$ cat src/design/taa_pkg.sv
`default_nettype none

package taa_pkg;

    // Field widths
    localparam int unsigned RAW_W    = 12;
    localparam int unsigned TIME_W   = 32;
    localparam int unsigned TEMP_W   = 16;
    localparam int unsigned FRAC_W   = 8;
    localparam int unsigned CFG_IDX_W = 2;
    localparam int unsigned CFG_DATA_W = 32;

    // Default depth of the sample ring
    localparam int unsigned WINDOW_SIZE_DEF = 5;

    // Sensor range in 1/16 degree
    localparam logic signed [RAW_W-1:0] RAW_MIN = -12'sd880;
    localparam logic signed [RAW_W-1:0] RAW_MAX = 12'sd2000;

    // Register indexes
    localparam logic [CFG_IDX_W-1:0] CFG_HIGH_THR   = 2'd0;
    localparam logic [CFG_IDX_W-1:0] CFG_RESET_THR  = 2'd1;
    localparam logic [CFG_IDX_W-1:0] CFG_JUMP_FRAC  = 2'd2;
    localparam logic [CFG_IDX_W-1:0] CFG_CONFIRM_MS = 2'd3;

    // Register reset values
    localparam logic signed [TEMP_W-1:0] HIGH_THR_RST   = 16'sd12800;
    localparam logic signed [TEMP_W-1:0] RESET_THR_RST  = 16'sd10240;
    localparam logic [FRAC_W-1:0]        JUMP_FRAC_RST  = 8'd26;
    localparam logic [TIME_W-1:0]        CONFIRM_MS_RST = 32'd5000;

    typedef struct packed {
        logic signed [RAW_W-1:0] raw_reading;
        logic [TIME_W-1:0]       now_ms;
    } t_in_word;

    typedef struct packed {
        logic signed [TEMP_W-1:0] average_temp;
        logic                     alert;
        logic                     jump_detected;
    } t_out_word;

endpackage

`default_nettype wire

$ cat src/design/temperature_average_alert.sv
`default_nettype none

// Windowed mean temperature with a baseline jump alarm and a confirmed
// high-temperature alarm. Each input word carries one raw reading in 1/16
// degree and a millisecond timestamp; each accepted word yields exactly one
// output word with the mean of the last clamped readings, up to WINDOW_SIZE, in
// 1/256 degree (truncated toward zero), the alert flag after this reading,
// and whether this reading fired the jump test. The block handles one word
// at a time: after acceptance it sums the ring one entry per cycle behind
// the registered read of the ring, divides by the fill count with a
// restoring divider that yields one quotient bit per cycle, restores the
// sign in S_MEAN and then makes the baseline, jump and timer decisions in
// S_BASE, S_MUL, S_JUMP and S_TIMER. The divider works on MAG_W =
// 15 + clog2(WINDOW_SIZE + 1) magnitude bits. The input is ready again as
// soon as the result is in the output register, so a result waiting to be
// taken does not hold up the next word unless the following result is
// ready first. The configuration port is always ready; registers should
// only be written while no word is in flight.
module temperature_average_alert #(
    parameter int unsigned WINDOW_SIZE = taa_pkg::WINDOW_SIZE_DEF
) (
    input  wire logic                               i_clk,
    input  wire logic                               i_rst_n,
    // Input words
    input  wire logic                               i_in_valid,
    output logic                                    o_in_ready,
    input  wire taa_pkg::t_in_word                  i_in_word,
    // Output words
    output logic                                    o_out_valid,
    input  wire logic                               i_out_ready,
    output taa_pkg::t_out_word                      o_out_word,
    // Configuration writes
    input  wire logic                               i_cfg_valid,
    output logic                                    o_cfg_ready,
    input  wire logic [taa_pkg::CFG_IDX_W-1:0]      i_cfg_index,
    input  wire logic [taa_pkg::CFG_DATA_W-1:0]     i_cfg_data
);

    import taa_pkg::*;

    // Ring index, fill count, sum and divider widths all follow the window.
    localparam int unsigned IDX_W = (WINDOW_SIZE > 1) ? $clog2(WINDOW_SIZE) : 1;
    localparam int unsigned CNT_W = $clog2(WINDOW_SIZE + 1);
    localparam int unsigned SUM_W = RAW_W + CNT_W;
    // Magnitude of sixteen times the sum.
    localparam int unsigned MAG_W = SUM_W + 3;
    localparam int unsigned BIT_W = $clog2(MAG_W);
    localparam int unsigned PROD_W = TEMP_W + FRAC_W + 2;

    typedef enum logic [7:0] {
        S_IDLE  = 8'b0000_0001,
        S_SUM   = 8'b0000_0010,
        S_DIV   = 8'b0000_0100,
        S_MEAN  = 8'b0000_1000,
        S_BASE  = 8'b0001_0000,
        S_MUL   = 8'b0010_0000,
        S_JUMP  = 8'b0100_0000,
        S_TIMER = 8'b1000_0000
    } t_state;

    // Configuration registers.
    logic signed [TEMP_W-1:0] r_high_thr;
    logic signed [TEMP_W-1:0] r_reset_thr;
    logic [FRAC_W-1:0]        r_jump_frac;
    logic [TIME_W-1:0]        r_confirm_ms;

    // Sample ring; entries are only summed once written.
    logic signed [RAW_W-1:0]  r_window [WINDOW_SIZE];
    logic [IDX_W-1:0]         r_write_index;
    logic [CNT_W-1:0]         r_fill_count;

    // Alarm state.
    logic signed [TEMP_W-1:0] r_baseline;
    logic                     r_baseline_valid;
    logic                     r_alert;
    logic                     r_high_pending;
    logic [TIME_W-1:0]        r_pending_start;

    // Sequencer and working registers.
    t_state                   r_state;
    logic [TIME_W-1:0]        r_now;
    logic [CNT_W-1:0]         r_idx;
    logic signed [RAW_W-1:0]  r_rd;
    logic                     r_rd_vld;
    logic signed [SUM_W-1:0]  r_sum;
    logic                     r_neg;
    logic [MAG_W-1:0]         r_div;
    logic [CNT_W-1:0]         r_rem;
    logic [BIT_W-1:0]         r_bit;
    logic signed [TEMP_W-1:0] r_mean;
    logic signed [PROD_W-1:0] r_prod;
    logic                     r_jump;

    // Output register.
    logic                     r_out_valid;
    t_out_word                r_out_word;

    logic                     in_accept;
    logic                     out_free;
    logic signed [RAW_W-1:0]  n_clamped;
    logic [SUM_W+3:0]         n_sum16;
    logic [MAG_W-1:0]         n_abs;
    logic [CNT_W:0]           n_rem_sh;
    logic                     n_ge;
    logic [MAG_W-1:0]         n_quot;
    logic [PROD_W-FRAC_W-1:0] n_scale;
    logic signed [PROD_W-1:0] n_mean_sh;
    logic                     n_jump;
    logic [TIME_W-1:0]        n_elapsed;
    logic                     n_alert;

    assign o_in_ready  = (r_state == S_IDLE);
    assign o_cfg_ready = 1'b1;
    assign o_out_valid = r_out_valid;
    assign o_out_word  = r_out_word;

    assign in_accept = i_in_valid && o_in_ready;
    assign out_free  = !r_out_valid || i_out_ready;

    // Saturate the reading to the sensor range before it is stored.
    always_comb begin
        if (i_in_word.raw_reading < RAW_MIN) begin
            n_clamped = RAW_MIN;
        end else if (i_in_word.raw_reading > RAW_MAX) begin
            n_clamped = RAW_MAX;
        end else begin
            n_clamped = i_in_word.raw_reading;
        end
    end

    // Divider operand: the magnitude of sixteen times the sum.
    always_comb begin
        n_sum16 = {r_sum, 4'b0000};
        n_abs   = r_sum[SUM_W-1] ? MAG_W'(~n_sum16 + 1'b1) : MAG_W'(n_sum16);
    end

    // One restoring division step.
    always_comb begin
        n_rem_sh = {r_rem, r_div[MAG_W-1]};
        n_ge     = (n_rem_sh >= {1'b0, r_fill_count});
        n_quot   = r_neg ? (~r_div + 1'b1) : r_div;
    end

    // Jump test in exact integer form: mean * 256 against
    // baseline * (256 + fraction).
    always_comb begin
        n_scale   = (PROD_W-FRAC_W)'({1'b0, r_jump_frac}) + (PROD_W-FRAC_W)'(256);
        n_mean_sh = $signed({{(PROD_W-TEMP_W-8){r_mean[TEMP_W-1]}}, r_mean, 8'h00});
        n_jump    = (n_mean_sh > r_prod);
    end

    // Confirmation timer and clear test; the elapsed time wraps with the clock.
    always_comb begin
        n_elapsed = r_now - r_pending_start;
        n_alert   = r_alert;
        if (!r_alert) begin
            if ((r_mean > r_high_thr) && r_high_pending && (n_elapsed > r_confirm_ms)) begin
                n_alert = 1'b1;
            end
        end else if (r_mean < r_reset_thr) begin
            n_alert = 1'b0;
        end
    end

    // Ring storage and its read port.
    always_ff @(posedge i_clk) begin
        if (in_accept) begin
            r_window[r_write_index] <= n_clamped;
        end
        r_rd <= r_window[r_idx[IDX_W-1:0]];
    end

    always_ff @(posedge i_clk) begin
        if (!i_rst_n) begin
            r_high_thr       <= HIGH_THR_RST;
            r_reset_thr      <= RESET_THR_RST;
            r_jump_frac      <= JUMP_FRAC_RST;
            r_confirm_ms     <= CONFIRM_MS_RST;
            r_write_index    <= '0;
            r_fill_count     <= '0;
            r_baseline       <= '0;
            r_baseline_valid <= 1'b0;
            r_alert          <= 1'b0;
            r_high_pending   <= 1'b0;
            r_pending_start  <= '0;
            r_state          <= S_IDLE;
            r_rd_vld         <= 1'b0;
            r_out_valid      <= 1'b0;
        end else begin
            // Configuration writes; an index outside the list is ignored.
            if (i_cfg_valid && o_cfg_ready) begin
                case (i_cfg_index)
                    CFG_HIGH_THR: begin
                        r_high_thr <= i_cfg_data[TEMP_W-1:0];
                    end
                    CFG_RESET_THR: begin
                        r_reset_thr <= i_cfg_data[TEMP_W-1:0];
                    end
                    CFG_JUMP_FRAC: begin
                        r_jump_frac <= i_cfg_data[FRAC_W-1:0];
                    end
                    CFG_CONFIRM_MS: begin
                        r_confirm_ms <= i_cfg_data[TIME_W-1:0];
                    end
                    default: begin
                    end
                endcase
            end

            if (r_out_valid && i_out_ready) begin
                r_out_valid <= 1'b0;
            end

            case (r_state)
                S_IDLE: begin
                    if (in_accept) begin
                        r_now <= i_in_word.now_ms;
                        if (r_write_index == IDX_W'(WINDOW_SIZE - 1)) begin
                            r_write_index <= '0;
                        end else begin
                            r_write_index <= r_write_index + 1'b1;
                        end
                        if (r_fill_count != CNT_W'(WINDOW_SIZE)) begin
                            r_fill_count <= r_fill_count + 1'b1;
                        end
                        r_idx    <= '0;
                        r_sum    <= '0;
                        r_rd_vld <= 1'b0;
                        r_state  <= S_SUM;
                    end
                end
                S_SUM: begin
                    // Each read lands in r_rd and is accumulated in the cycle after.
                    if (r_rd_vld) begin
                        r_sum <= r_sum + SUM_W'(r_rd);
                    end
                    if (r_idx != r_fill_count) begin
                        r_idx    <= r_idx + 1'b1;
                        r_rd_vld <= 1'b1;
                    end else begin
                        r_rd_vld <= 1'b0;
                        if (!r_rd_vld) begin
                            r_neg   <= r_sum[SUM_W-1];
                            r_div   <= n_abs;
                            r_rem   <= '0;
                            r_bit   <= BIT_W'(MAG_W - 1);
                            r_state <= S_DIV;
                        end
                    end
                end
                S_DIV: begin
                    r_div <= {r_div[MAG_W-2:0], n_ge};
                    if (n_ge) begin
                        r_rem <= CNT_W'(n_rem_sh - {1'b0, r_fill_count});
                    end else begin
                        r_rem <= n_rem_sh[CNT_W-1:0];
                    end
                    if (r_bit == '0) begin
                        r_state <= S_MEAN;
                    end else begin
                        r_bit <= r_bit - 1'b1;
                    end
                end
                S_MEAN: begin
                    // Quotient of magnitudes, sign restored: truncation toward zero.
                    r_mean  <= n_quot[TEMP_W-1:0];
                    r_state <= S_BASE;
                end
                S_BASE: begin
                    // First mean sets the baseline; later it follows the mean down.
                    if (!r_baseline_valid || (r_mean < r_baseline)) begin
                        r_baseline <= r_mean;
                    end
                    r_baseline_valid <= 1'b1;
                    r_state          <= S_MUL;
                end
                S_MUL: begin
                    r_prod  <= PROD_W'(r_baseline) * PROD_W'($signed({1'b0, n_scale}));
                    r_state <= S_JUMP;
                end
                S_JUMP: begin
                    r_jump <= n_jump;
                    if (n_jump) begin
                        r_alert    <= 1'b1;
                        r_baseline <= r_mean;
                    end
                    r_state <= S_TIMER;
                end
                S_TIMER: begin
                    if (out_free) begin
                        if (!r_alert) begin
                            if (r_mean > r_high_thr) begin
                                if (!r_high_pending) begin
                                    r_high_pending  <= 1'b1;
                                    r_pending_start <= r_now;
                                end
                            end else begin
                                r_high_pending <= 1'b0;
                            end
                        end
                        r_alert                  <= n_alert;
                        r_out_word.average_temp  <= r_mean;
                        r_out_word.alert         <= n_alert;
                        r_out_word.jump_detected <= r_jump;
                        r_out_valid              <= 1'b1;
                        r_state                  <= S_IDLE;
                    end
                end
                default: begin
                    r_state <= S_IDLE;
                end
            endcase
        end
    end

    // The block is busy for the whole of an item once it is accepted.
    a_busy_after_accept: assert property (@(posedge i_clk) disable iff (!i_rst_n)
        in_accept |=> !o_in_ready)
        else $error("input ready straight after an accepted word");

    // Ring pointers stay inside the window.
    a_ring_bounds: assert property (@(posedge i_clk) disable iff (!i_rst_n)
        (r_fill_count <= CNT_W'(WINDOW_SIZE)) && (r_write_index < IDX_W'(WINDOW_SIZE)))
        else $error("ring pointer outside the window");

    // A finished item with a free output register always lands there.
    a_result_loaded: assert property (@(posedge i_clk) disable iff (!i_rst_n)
        (r_state == S_TIMER && out_free) |=> (r_out_valid && r_state == S_IDLE))
        else $error("result not loaded into the output register");

    // A fired jump test moves the baseline to the mean and raises the alert.
    a_jump_moves_baseline: assert property (@(posedge i_clk) disable iff (!i_rst_n)
        (r_state == S_JUMP && n_jump) |=> (r_baseline == $past(r_mean) && r_alert))
        else $error("jump test did not update baseline and alert");

    // A division always starts after the ring holds at least one sample.
    a_div_nonzero: assert property (@(posedge i_clk) disable iff (!i_rst_n)
        (r_state == S_DIV) |-> (r_fill_count != '0))
        else $error("division by an empty fill count");

endmodule

`default_nettype wire
$ cat config.mk
export PLATFORM = sky130hd
export DESIGN_NAME = temperature_average_alert
export DESIGN_NICKNAME = d
export VERILOG_FILES = /design/src/design/taa_pkg.sv /design/src/design/temperature_average_alert.sv
export SDC_FILE = /design/constraint.sdc
export NUM_CORES = 1
export LEC_CHECK = 0
export CAP_MARGIN = 5
export CORE_ASPECT_RATIO = 0.75
export CORE_MARGIN = 1
export CORE_UTILIZATION = 40
export DETAILED_ROUTE_END_ITERATION = 8
export DONT_BUFFER_PORTS = 1
export SLEW_MARGIN = 20
export SYNTH_ARGS = -nofsm -noshare
export SYNTH_HDL_FRONTEND = slang
export SYNTH_SLANG_ARGS = --single-unit
$ cat constraint.sdc
create_clock -name i_clk -period 13.2 [get_ports i_clk]
set_clock_uncertainty 0.05 [all_clocks]
set_input_delay 0.66 -clock i_clk [delete_from_list [all_inputs] [get_ports i_clk]]
set_output_delay 0.66 -clock i_clk [all_outputs]
set_load 0.1 [all_outputs]
# == Word level (Yosys, flattened, before mapping) ==
# Memory sizes are Yosys's and may differ from the RTL's. A register that Yosys moved wholly into a read port is not among the register bits.
# Index checks and enable logic that the tools add are counted.
# totals
ff_bits,277
input_bits,83
ramBits,60
mem_count,1
word_cells,159
output_inout_bits,21
# mem_list
memory,words,width,read_ports,rd_ports_with_merged_regs,wr,line,rtl
r_window,5,12,1,1,1,temperature_average_alert.sv:68,logic signed [RAW_W-1:0] r_window [WINDOW_SIZE];
# classes
n_bitwise,6
add_sub_neg,10
n_mul,1
magnitude_cmp,8
n_reduce_logical,36
mux,46
eq_ne,24
# op_table
op,n
8-bit case mux with 8 select lines,1
18-bit two-way mux,3
16-bit two-way mux,3
8-bit two-way mux,5
18-bit case mux with 2 select lines,1
32-bit > comparator,1
16-bit < comparator,2
16-bit case mux with 2 select lines,1
32-bit subtractor,1
15-bit two-way mux,2
15-bit case mux with 2 select lines,1
24-bit by 26-bit > comparator with 1-bit output,1
16-bit by 11-bit multiplier with 26-bit output,1
12-bit two-way mux,2
"18-bit by 1-bit adder with 18-bit output, second input constant",1
3-bit two-way mux,6
"2-bit != test, second input constant",9
18-bit NOT,1
2-bit AND reduction,9
3-bit AND reduction,6
"16-bit by 1-bit adder with 16-bit output, second input constant",1
16-bit > comparator,1
16-bit NOT,1
4-bit AND reduction,4
35 further kinds,67

# == Longest topological paths before layout ==
# Gate-level depths: netlist of run 1.
# logic_depth
word_depth,7
ltp_mapped,23
depth_no_buf,23

# == Least setup slack after synthesis of run 1 ==
# Ideal clock, no wire load.
# synth_path
kind,register to register
start,register r_jump_frac[4]
end,"register r_prod[25], data pin"
path_slack_ns,7.519
setup_ns,0.260
path_buffers,2
required_ns,12.890
period_less_slack_ns,5.681
path_stages_with_launch,20
arrival_ns,5.371
path_cell_list,dfxtp_1 clkbuf_1 clkbuf_1 nand2_1 fa_1 fa_1 fa_1 inv_1 fa_1 fa_1 ha_1 a21o_1 or3_1 o211ai_2 o211ai_1 a31oi_2 a21oi_2 a211o_1 a21oi_1 xnor2_1
# synth_between
elab_chain_cells,2
# synth_lines
element,line,rtl
start: declaration,temperature_average_alert.sv:64,logic [FRAC_W-1:0] r_jump_frac;
start signal: assignment,temperature_average_alert.sv:200,r_jump_frac <= i_cfg_data[FRAC_W-1:0];
8-bit by 9-bit adder with 10-bit output,temperature_average_alert.sv:147,"n_scale = (PROD_W-FRAC_W)'({1'b0, r_jump_frac}) + (PROD_W-FRAC_W)'(256);"
16-bit by 11-bit multiplier with 26-bit output,temperature_average_alert.sv:278,"r_prod <= PROD_W'(r_baseline) * PROD_W'($signed({1'b0, n_scale}));"
end signal: assignment,temperature_average_alert.sv:278,
end: declaration,temperature_average_alert.sv:91,logic signed [PROD_W-1:0] r_prod;
# No other way between the ends.
# A chain may end at the register's enable or synchronous reset.

# == Final worst setup path of run 1 ==
# layout_path
start,register r_jump_frac[4]
end,"register r_prod[24], data pin"
# The elaborated chain is that of the path after synthesis.

==> run metrics, run 1 <==
outcome finished clean; Final Hold Fails 0; global-route wire length before repair around 83,000 microns; Clk Tree Root Cell sky130_fd_sc_hd__clkbuf_16; DIE WIDTH approximately 280 microns; Final setup violation count 0; setup repair bufs after CTS 0; Post-synth ARST share 0%; standby leakage power slightly above 10 nW; latest clock arrival within the worst-skew pair between 0.5 and 0.6 ns; number of buffers inserted during clock tree synthesis 38; mapped cell area about 23,000 sq um; period utilization between 40% and 50%; clock-pin slew on the worst setup and hold paths roughly 0.060 ns; Synth Area per Inst around 10 sq um; RSZ-0062 raised after global routing no; min cycle time layout between 6 and 7 ns; remaining global-route overflow 0; H-tree levels 2; RD Place Congestion 0.852; kind of start point of the critical path register; core outline area around 56,000 sq um; DPL Wire Length just under 40,000 microns; peak supply drop 98.7 uV; area share of the largest cell type after synthesis between 20% and 30%; number of DRC violations after detailed-routing iteration 0 933; data arrival time of the critical path roughly 6.4 ns; number of standard-cell rows in the floorplan 75; Max FO, Critical Path 17; Routed wire per std cell 16.8 microns; initial antenna violation count 3; worst hold slack 0.122 ns; fill count approximately 5,300; leading post-synthesis cells by cell area sky130_fd_sc_hd__edfxtp_1 (26%), sky130_fd_sc_hd__dfxtp_1 (13%), sky130_fd_sc_hd__ha_1 (11%); number of nets at the end of the flow 2,693; max-slew violations 0; Layout area overhead 8.79%; max_slew headroom between 20 and 30%; number of warnings printed during yosys synthesis 0; Max-Cap Viols 0; diode count 0; dominant register cell in the synthesized netlist sky130_fd_sc_hd__edfxtp_1; overall power consumption around 0.0026 W; hold-fix buffers at CTS 0; Critical Path Sink Type register; Worst Tran Pin Value about 1.1 ns; Die Area slightly below 60,000 sq um; worst-case clock buffer depth 3; number of gates given a new drive strength after cts 0; post-synth top area cell sky130_fd_sc_hd__edfxtp_1; most frequent cell after synthesis sky130_fd_sc_hd__inv_1; post-synthesis cell type count 93; largest net degree at the start of global routing 77; starting density of the core between 40% and 50%; design area roughly 25,000 sq um; post-detailed-placement cell area between 20,000 and 25,000 sq um; Post-DRT Antenna Nets 0; number of vias in the routed layout 15,500; share of the yosys chip area belonging to registers around two fifths; height of the die roughly 210 microns; wire length reported by the detailed router 51,600 microns; # clock sinks 349; total nets after synthesis 2,723; clock tree from TritonCTS done; flip-flop and latch count after synthesis around 350; number of flops mapped to enable cells by yosys between 150 and 200; vias per inst between 5 and 6; number of global-route vias before repair between 15,000 and 20,000; Req. time, crit path about 13 ns; top cells by instance count after synthesis sky130_fd_sc_hd__inv_1 (325), sky130_fd_sc_hd__nand2_1 (293), sky130_fd_sc_hd__ha_1 (210); FMAX between 150 and 200 MHz; pwr/cell area 105 nW/um^2; proportion of layout cells with a drive suffix above 1 between 6 and 7%; Residual DRC 0; number of ports placed on the die boundary ~100; Post-Synthesis Cells 2,301; Buffers on Ports 0; number of search-and-repair iterations in the first detailed-routing pass 5; type of the worst setup path reg2reg; GRT Resource Usage Total about 18%; worst min-delay path category in2reg; total negative slack 0 ns
[path summary, 6_finish.rpt]
kind / cells past startpoint / start / slack (ns) / end
setup / recovery: 19 / r_jump_frac[4]$_SDFFE_PN1P_ / 7.06 / r_prod[24]$_DFFE_PP_
hold / removal: 0 / i_in_word[43] / 0.12 / r_window[0][11]$_DFFE_PP_
setup reg to reg: 19 / r_jump_frac[4]$_SDFFE_PN1P_ / 7.06 / r_prod[24]$_DFFE_PP_
hold reg to reg: 0 / r_jump$_DFFE_PP_ / 0.37 / o_out_word[0]$_DFFE_PP_
[critical path, cell delays in order (launching register included)]
cell and delay (ns):
sky130_fd_sc_hd__dfxtp_1 0.74, sky130_fd_sc_hd__nand2_1 0.17, sky130_fd_sc_hd__fa_1 0.54, sky130_fd_sc_hd__fa_1 0.54, sky130_fd_sc_hd__inv_1 0.05, sky130_fd_sc_hd__fa_1 0.47, sky130_fd_sc_hd__fa_1 0.56, sky130_fd_sc_hd__inv_1 0.06
sky130_fd_sc_hd__fa_1 0.55, sky130_fd_sc_hd__inv_1 0.05, sky130_fd_sc_hd__ha_1 0.34, sky130_fd_sc_hd__and3_1 0.18, sky130_fd_sc_hd__and3_1 0.18, sky130_fd_sc_hd__a22o_1 0.22, sky130_fd_sc_hd__o31ai_1 0.40, sky130_fd_sc_hd__a211oi_1 0.17
sky130_fd_sc_hd__nor3_1 0.25, sky130_fd_sc_hd__o41ai_1 0.11, sky130_fd_sc_hd__a21oi_1 0.18, sky130_fd_sc_hd__xnor2_1 0.08
[layout by cell type (no fill, tap or decap), types with 38 or more instances in the layout]
cell | synthesis | final
sky130_fd_sc_hd__and2_1 | 46 | 46
sky130_fd_sc_hd__dfxtp_1 | 151 | 151
sky130_fd_sc_hd__nor2_1 | 122 | 120
sky130_fd_sc_hd__edfxtp_1 | 198 | 198
sky130_fd_sc_hd__a21oi_1 | 152 | 151
sky130_fd_sc_hd__mux2i_1 | 49 | 49
sky130_fd_sc_hd__fa_1 | 129 | 129
sky130_fd_sc_hd__nand2_1 | 293 | 293
sky130_fd_sc_hd__o21ai_0 | 73 | 73
sky130_fd_sc_hd__ha_1 | 210 | 210
sky130_fd_sc_hd__inv_1 | 325 | 324
sky130_fd_sc_hd__clkbuf_16 | 0 | 38
sky130_fd_sc_hd__xnor2_1 | 71 | 71
sky130_fd_sc_hd__a21o_1 | 47 | 47
[area by class of cell]
class | count | area, sq um | share of cell area (%)
inverters | 325 | 1220 | 4.86
clock buffers | 43 | 980 | 3.90
flip-flops and latches | 349 | 8970 | 35.7
clock inverters | 27 | 294 | 1.17
well taps | 770 | 963 | 3.83
multi-input cells | 1550 | 12700 | 50.4
repair buffers | 7 | 52.6 | 0.209
[report_power, final]
group          switching [W]  internal [W]
sequential         0.0000413       0.00120
combinational       0.000176      0.000131
clock               0.000483      0.000608
[per-stage QoR]
stage / worst slack (ns) / util (%) / std cells
after floorplan: 7.52 / - / 2301
after CTS: 7.04 / 44.5 / 3071
after global placement: 7.20 / 42.2 / 3001
final: 7.06 / 44.5 / 3071
after detailed placement: 7.06 / 42.2 / 3001
after global routing: 6.83 / 44.5 / 3071
[logic make-up (layout without fill, tap and decap cells)]
logic type,after synthesis,count (layout),share of synthesized area [%]
mux,74,74,3.97
xor+xnor,100,100,3.79
fa+ha+maj,339,339,22.5
buf+inv,402,402,6.93
other cells,1,1,0.0162
flops,349,349,38.8
compound gates,382,382,10.5
simple gates,654,654,13.4
[registers in the layout, summed over array words and instances, names as in the netlist, 12 cells and up]
signal           flops
r_baseline          16
r_rd                12
r_mean              16
r_window            60
o_out_word          18
r_prod              26
r_pending_start     32
r_confirm_ms        32
r_reset_thr         16
r_high_thr          16
r_now               32
r_div               18
r_sum               15
[metal layers]
metal / part of all wire [%] / up-vias / global-route usage [%] / wire [microns]
met5: 0.031 / - / 0 / 16
met1: 48 / 7382 / 24.7 / 24500
met3: 8.4 / 65 / 5.82 / 4340
met2: 42 / 323 / 26.7 / 21700
li1: - / 7698 / - / -
met4: 1.9 / 2 / 4.33 / 983
Note: power is estimated with default switching activity, not from simulation.
==> run 2: changes to the inputs <==
==> constraint.sdc (replaced) <==
create_clock -name i_clk -period 5.23 [get_ports i_clk]
set_clock_uncertainty 0.05 [all_clocks]
set_input_delay 0.2615 -clock i_clk [delete_from_list [all_inputs] [get_ports i_clk]]
set_output_delay 0.2615 -clock i_clk [all_outputs]
set_load 0.1 [all_outputs]
==> run 2 against run 1 <==
Compared with the run above:
- the run now ends with setup timing left
- total power increased to 2.6 times the previous value
- sequential share of layout area decreased by 2.6 points
- combinational power increased to 2.9 times the previous value
- sequential power increased to 2.5 times the previous value
- global-route usage increased by 1.3 points
- die area unchanged
- first-iteration DRC count increased by 11%
- critical path type unchanged
- register-to-register slack got worse by 7.2 ns
- final cell count increased by 6.3%
- fmax increased by 14%
==> run metrics, run 2 (synthesized netlist as in run 1, its figures left out) <==
FMAX 185 MHz; commonest cells after routing, fill and taps aside sky130_fd_sc_hd__inv_1 (320), sky130_fd_sc_hd__nand2_1 (289), sky130_fd_sc_hd__ha_1 (199); design area 27,200 sq um; Worst Hold Launch i_cfg_index[1]; number of non-filler instances in the completed layout between 3,000 and 4,000; height of the die about 210 microns; largest net degree at the start of global routing 79; multi-input gate area in the final layout ~13,000 sq um; min cycle time layout ~5.4 ns; Largest register FFs 60; Routed wire per std cell 17.0 microns; peak supply drop 299 uV; vias per inst between 5 and 6; remaining global-route overflow 0; number of ports placed on the die boundary around 100; kind of start point of the critical path register; sequential cell area in the final layout around 9000 sq um; Req. time, crit path around 5.5 ns; highest cell delay on the worst timing path 0.54 ns; outcome finished with violations; R2R Setup Slk -0.16 ns; wire length reported by the detailed router 55,400 microns; max-slew violations 0; fill count 5,259; latest clock arrival within the worst-skew pair just under 0.6 ns; max_slew headroom 20.0%; number of nets at the end of the flow about 2,900; number of global-route vias before repair roughly 16,000; capture instance of the worst register-to-register path r_prod[24]$_DFFE_PP_; Top cell by count, worst path sky130_fd_sc_hd__fa_1; DPL Wire Length between 40,000 and 50,000 microns; core outline area between 50,000 and 60,000 sq um; worst reg2reg path startpoint r_jump_frac[3]$_SDFFE_PN1P_; number of search-and-repair iterations in the first detailed-routing pass 5; # clock sinks approximately 350; Layout area overhead 17.8%; Worst Tran Pin Value approximately 1.2 ns; Die Area a little under 60,000 sq um; clock-pin slew on the worst setup and hold paths ~0.06 ns; number of buffers inserted during clock tree synthesis 40; endpoint with the worst hold slack r_high_thr[15]$_SDFFE_PN0P_; data arrival time of the critical path between 5 and 6 ns; initial antenna violation count 3; Post-DRT Antenna Nets 0; Max FO, Critical Path 4; number of vias in the routed layout 16,400; DIE WIDTH approximately 280 microns; Buffers on Ports 0; total negative slack -0.586 ns; leading cell type in the layout, fill and taps excluded sky130_fd_sc_hd__inv_1; RD Place Congestion ~0.85; Max-Cap Viols 0; standby leakage power between 10 and 15 nW; worst-case clock buffer depth 3; highest-delay cell along the critical path sky130_fd_sc_hd__fa_1; clock tree from TritonCTS done; number of standard-cell rows in the floorplan 75; Most flops, register r_window; starting density of the core 40.9%; Residual DRC 0; Final Hold Fails 0; Final setup violation count 8; number of cells on the worst reg-to-reg path 20; Clk Tree Root Cell sky130_fd_sc_hd__clkbuf_16; pwr/cell area between 200 and 300 nW/um^2; post-detailed-placement cell area 24,600 sq um; GRT Resource Usage Total a little under a fifth; proportion of layout cells with a drive suffix above 1 around an eighth; Critical Path Sink Type register; Placed Cells approximately 3,100; Worst Setup Slack, final -0.163 ns; RSZ-0062 raised after global routing yes; hold path cells 4; H-tree levels 2; global-route wire length before repair about 89,000 microns; number of DRC violations after detailed-routing iteration 0 approximately 1,000; worst min-delay path category in2reg; violations in the final reports setup timing; type of the worst setup path reg2reg; cell breakdown of the critical path buf_12 -> clkbuf_16 -> nand2_4 -> fa_1 -> fa_1 -> fa_1 -> inv_2 -> fa_1 -> fa_1 -> ha_4 -> a21o_1 -> buf_6 -> a21o_1 -> a22o_4 -> o31ai_4 -> a211oi_2 -> nor3_2 -> o41ai_2 -> a21oi_2 -> xnor2_1; period utilization 103%
-- run 2: cell count changes in the layout (fill, tap and decap cells not counted), moves of 10 or more --
cell / before / now
sky130_fd_sc_hd__buf_4: 7 / 103
sky130_fd_sc_hd__dfxtp_1: 151 / 138
sky130_fd_sc_hd__dlygate4sd3_1: 0 / 84
sky130_fd_sc_hd__ha_1: 210 / 199
sky130_fd_sc_hd__ha_4: 0 / 10
-- run 2: worst max-delay path by stage --
| stage | startpoint | to | cells past startpoint |
|---|---|---|---|
| final | r_jump_frac[3]$_SDFFE_PN1P_ | r_prod[24]$_DFFE_PP_ | 20 |
| after global routing | r_jump_frac[3]$_SDFFE_PN1P_ | r_prod[24]$_DFFE_PP_ | 20 |
| after CTS | r_jump_frac[3]$_SDFFE_PN1P_ | r_prod[24]$_DFFE_PP_ | 19 |
| after detailed placement | r_jump_frac[4]$_SDFFE_PN1P_ | r_prod[25]$_DFFE_PP_ | 19 |
| after global placement | r_jump_frac[4]$_SDFFE_PN1P_ | r_prod[25]$_DFFE_PP_ | 19 |
| after floorplan | r_jump_frac[2]$_SDFFE_PN0P_ | r_prod[25]$_DFFE_PP_ | 19 |
-- run 2: critical path: cells and delay by family, from the launching register on --
family | cells | cell delay [ns]
buffers and inverters | 4 | 0.39
xor gates and xnor gates | 1 | 0.08
AOI/OAI and AO/OA | 7 | 1.25
and+or+nand+nor | 2 | 0.31
DFF | 1 | 0.37
adders and majority gates | 6 | 2.67
-- run 2: where the power goes --
group | leakage, nW | total, W | switching [W] | internal [W]
logic | 7.52 | 0.000881 | 0.000489 | 0.000392
registers | 3.05 | 0.00311 | 0.0000949 | 0.00302
clock network | 0.657 | 0.00289 | 0.00122 | 0.00167
total | 11.2 | 0.00689 | 0.00181 | 0.00508
-- run 2: area by class of cell --
class,instances,area share (%)
multi-input cells,1550,47.5
flip-flops and latches,349,33.1
repair buffers,197,6.49
inverters,325,4.49
clock buffers,53,3.94
well taps,770,3.54
clock inverters,21,1.00
diodes,1,0.00919
-- run 2: stage by stage --
| stage | power, W | hold WS, ns | util [%] | setup WS [ns] |
|---|---|---|---|---|
| after global routing | 0.00718 | 0.0310 | 48.2 | -0.337 |
| after detailed placement | 0.00398 | 0.304 | 43.5 | -0.389 |
| after floorplan | 0.00378 | 0.310 | - | -0.116 |
| after CTS | 0.00695 | 0.0149 | 47.7 | -0.124 |
| final | 0.00689 | 0.0360 | 48.2 | -0.163 |
| after global placement | 0.00395 | 0.300 | 43.5 | -0.342 |
-- run 2: routing by layer --
layer | track usage, % | part of all wire [%] | up-vias
met1 | 27.9 | 48 | 7910
met5 | 0 | 0.049 | -
met2 | 29.0 | 44 | 311
li1 | - | - | 8097
met4 | 4.58 | 1.9 | 4
met3 | 3.74 | 5.8 | 72
-- run 2: repair_timing --
item,4_1_cts,5_1_grt
gates cloned,0,1
pin swaps,21,40
resized for setup,34,35
hold buffers,85,0
endpoints found under the setup margin,11,10
endpoints found under the hold margin,196,0
buffers inserted,6,6
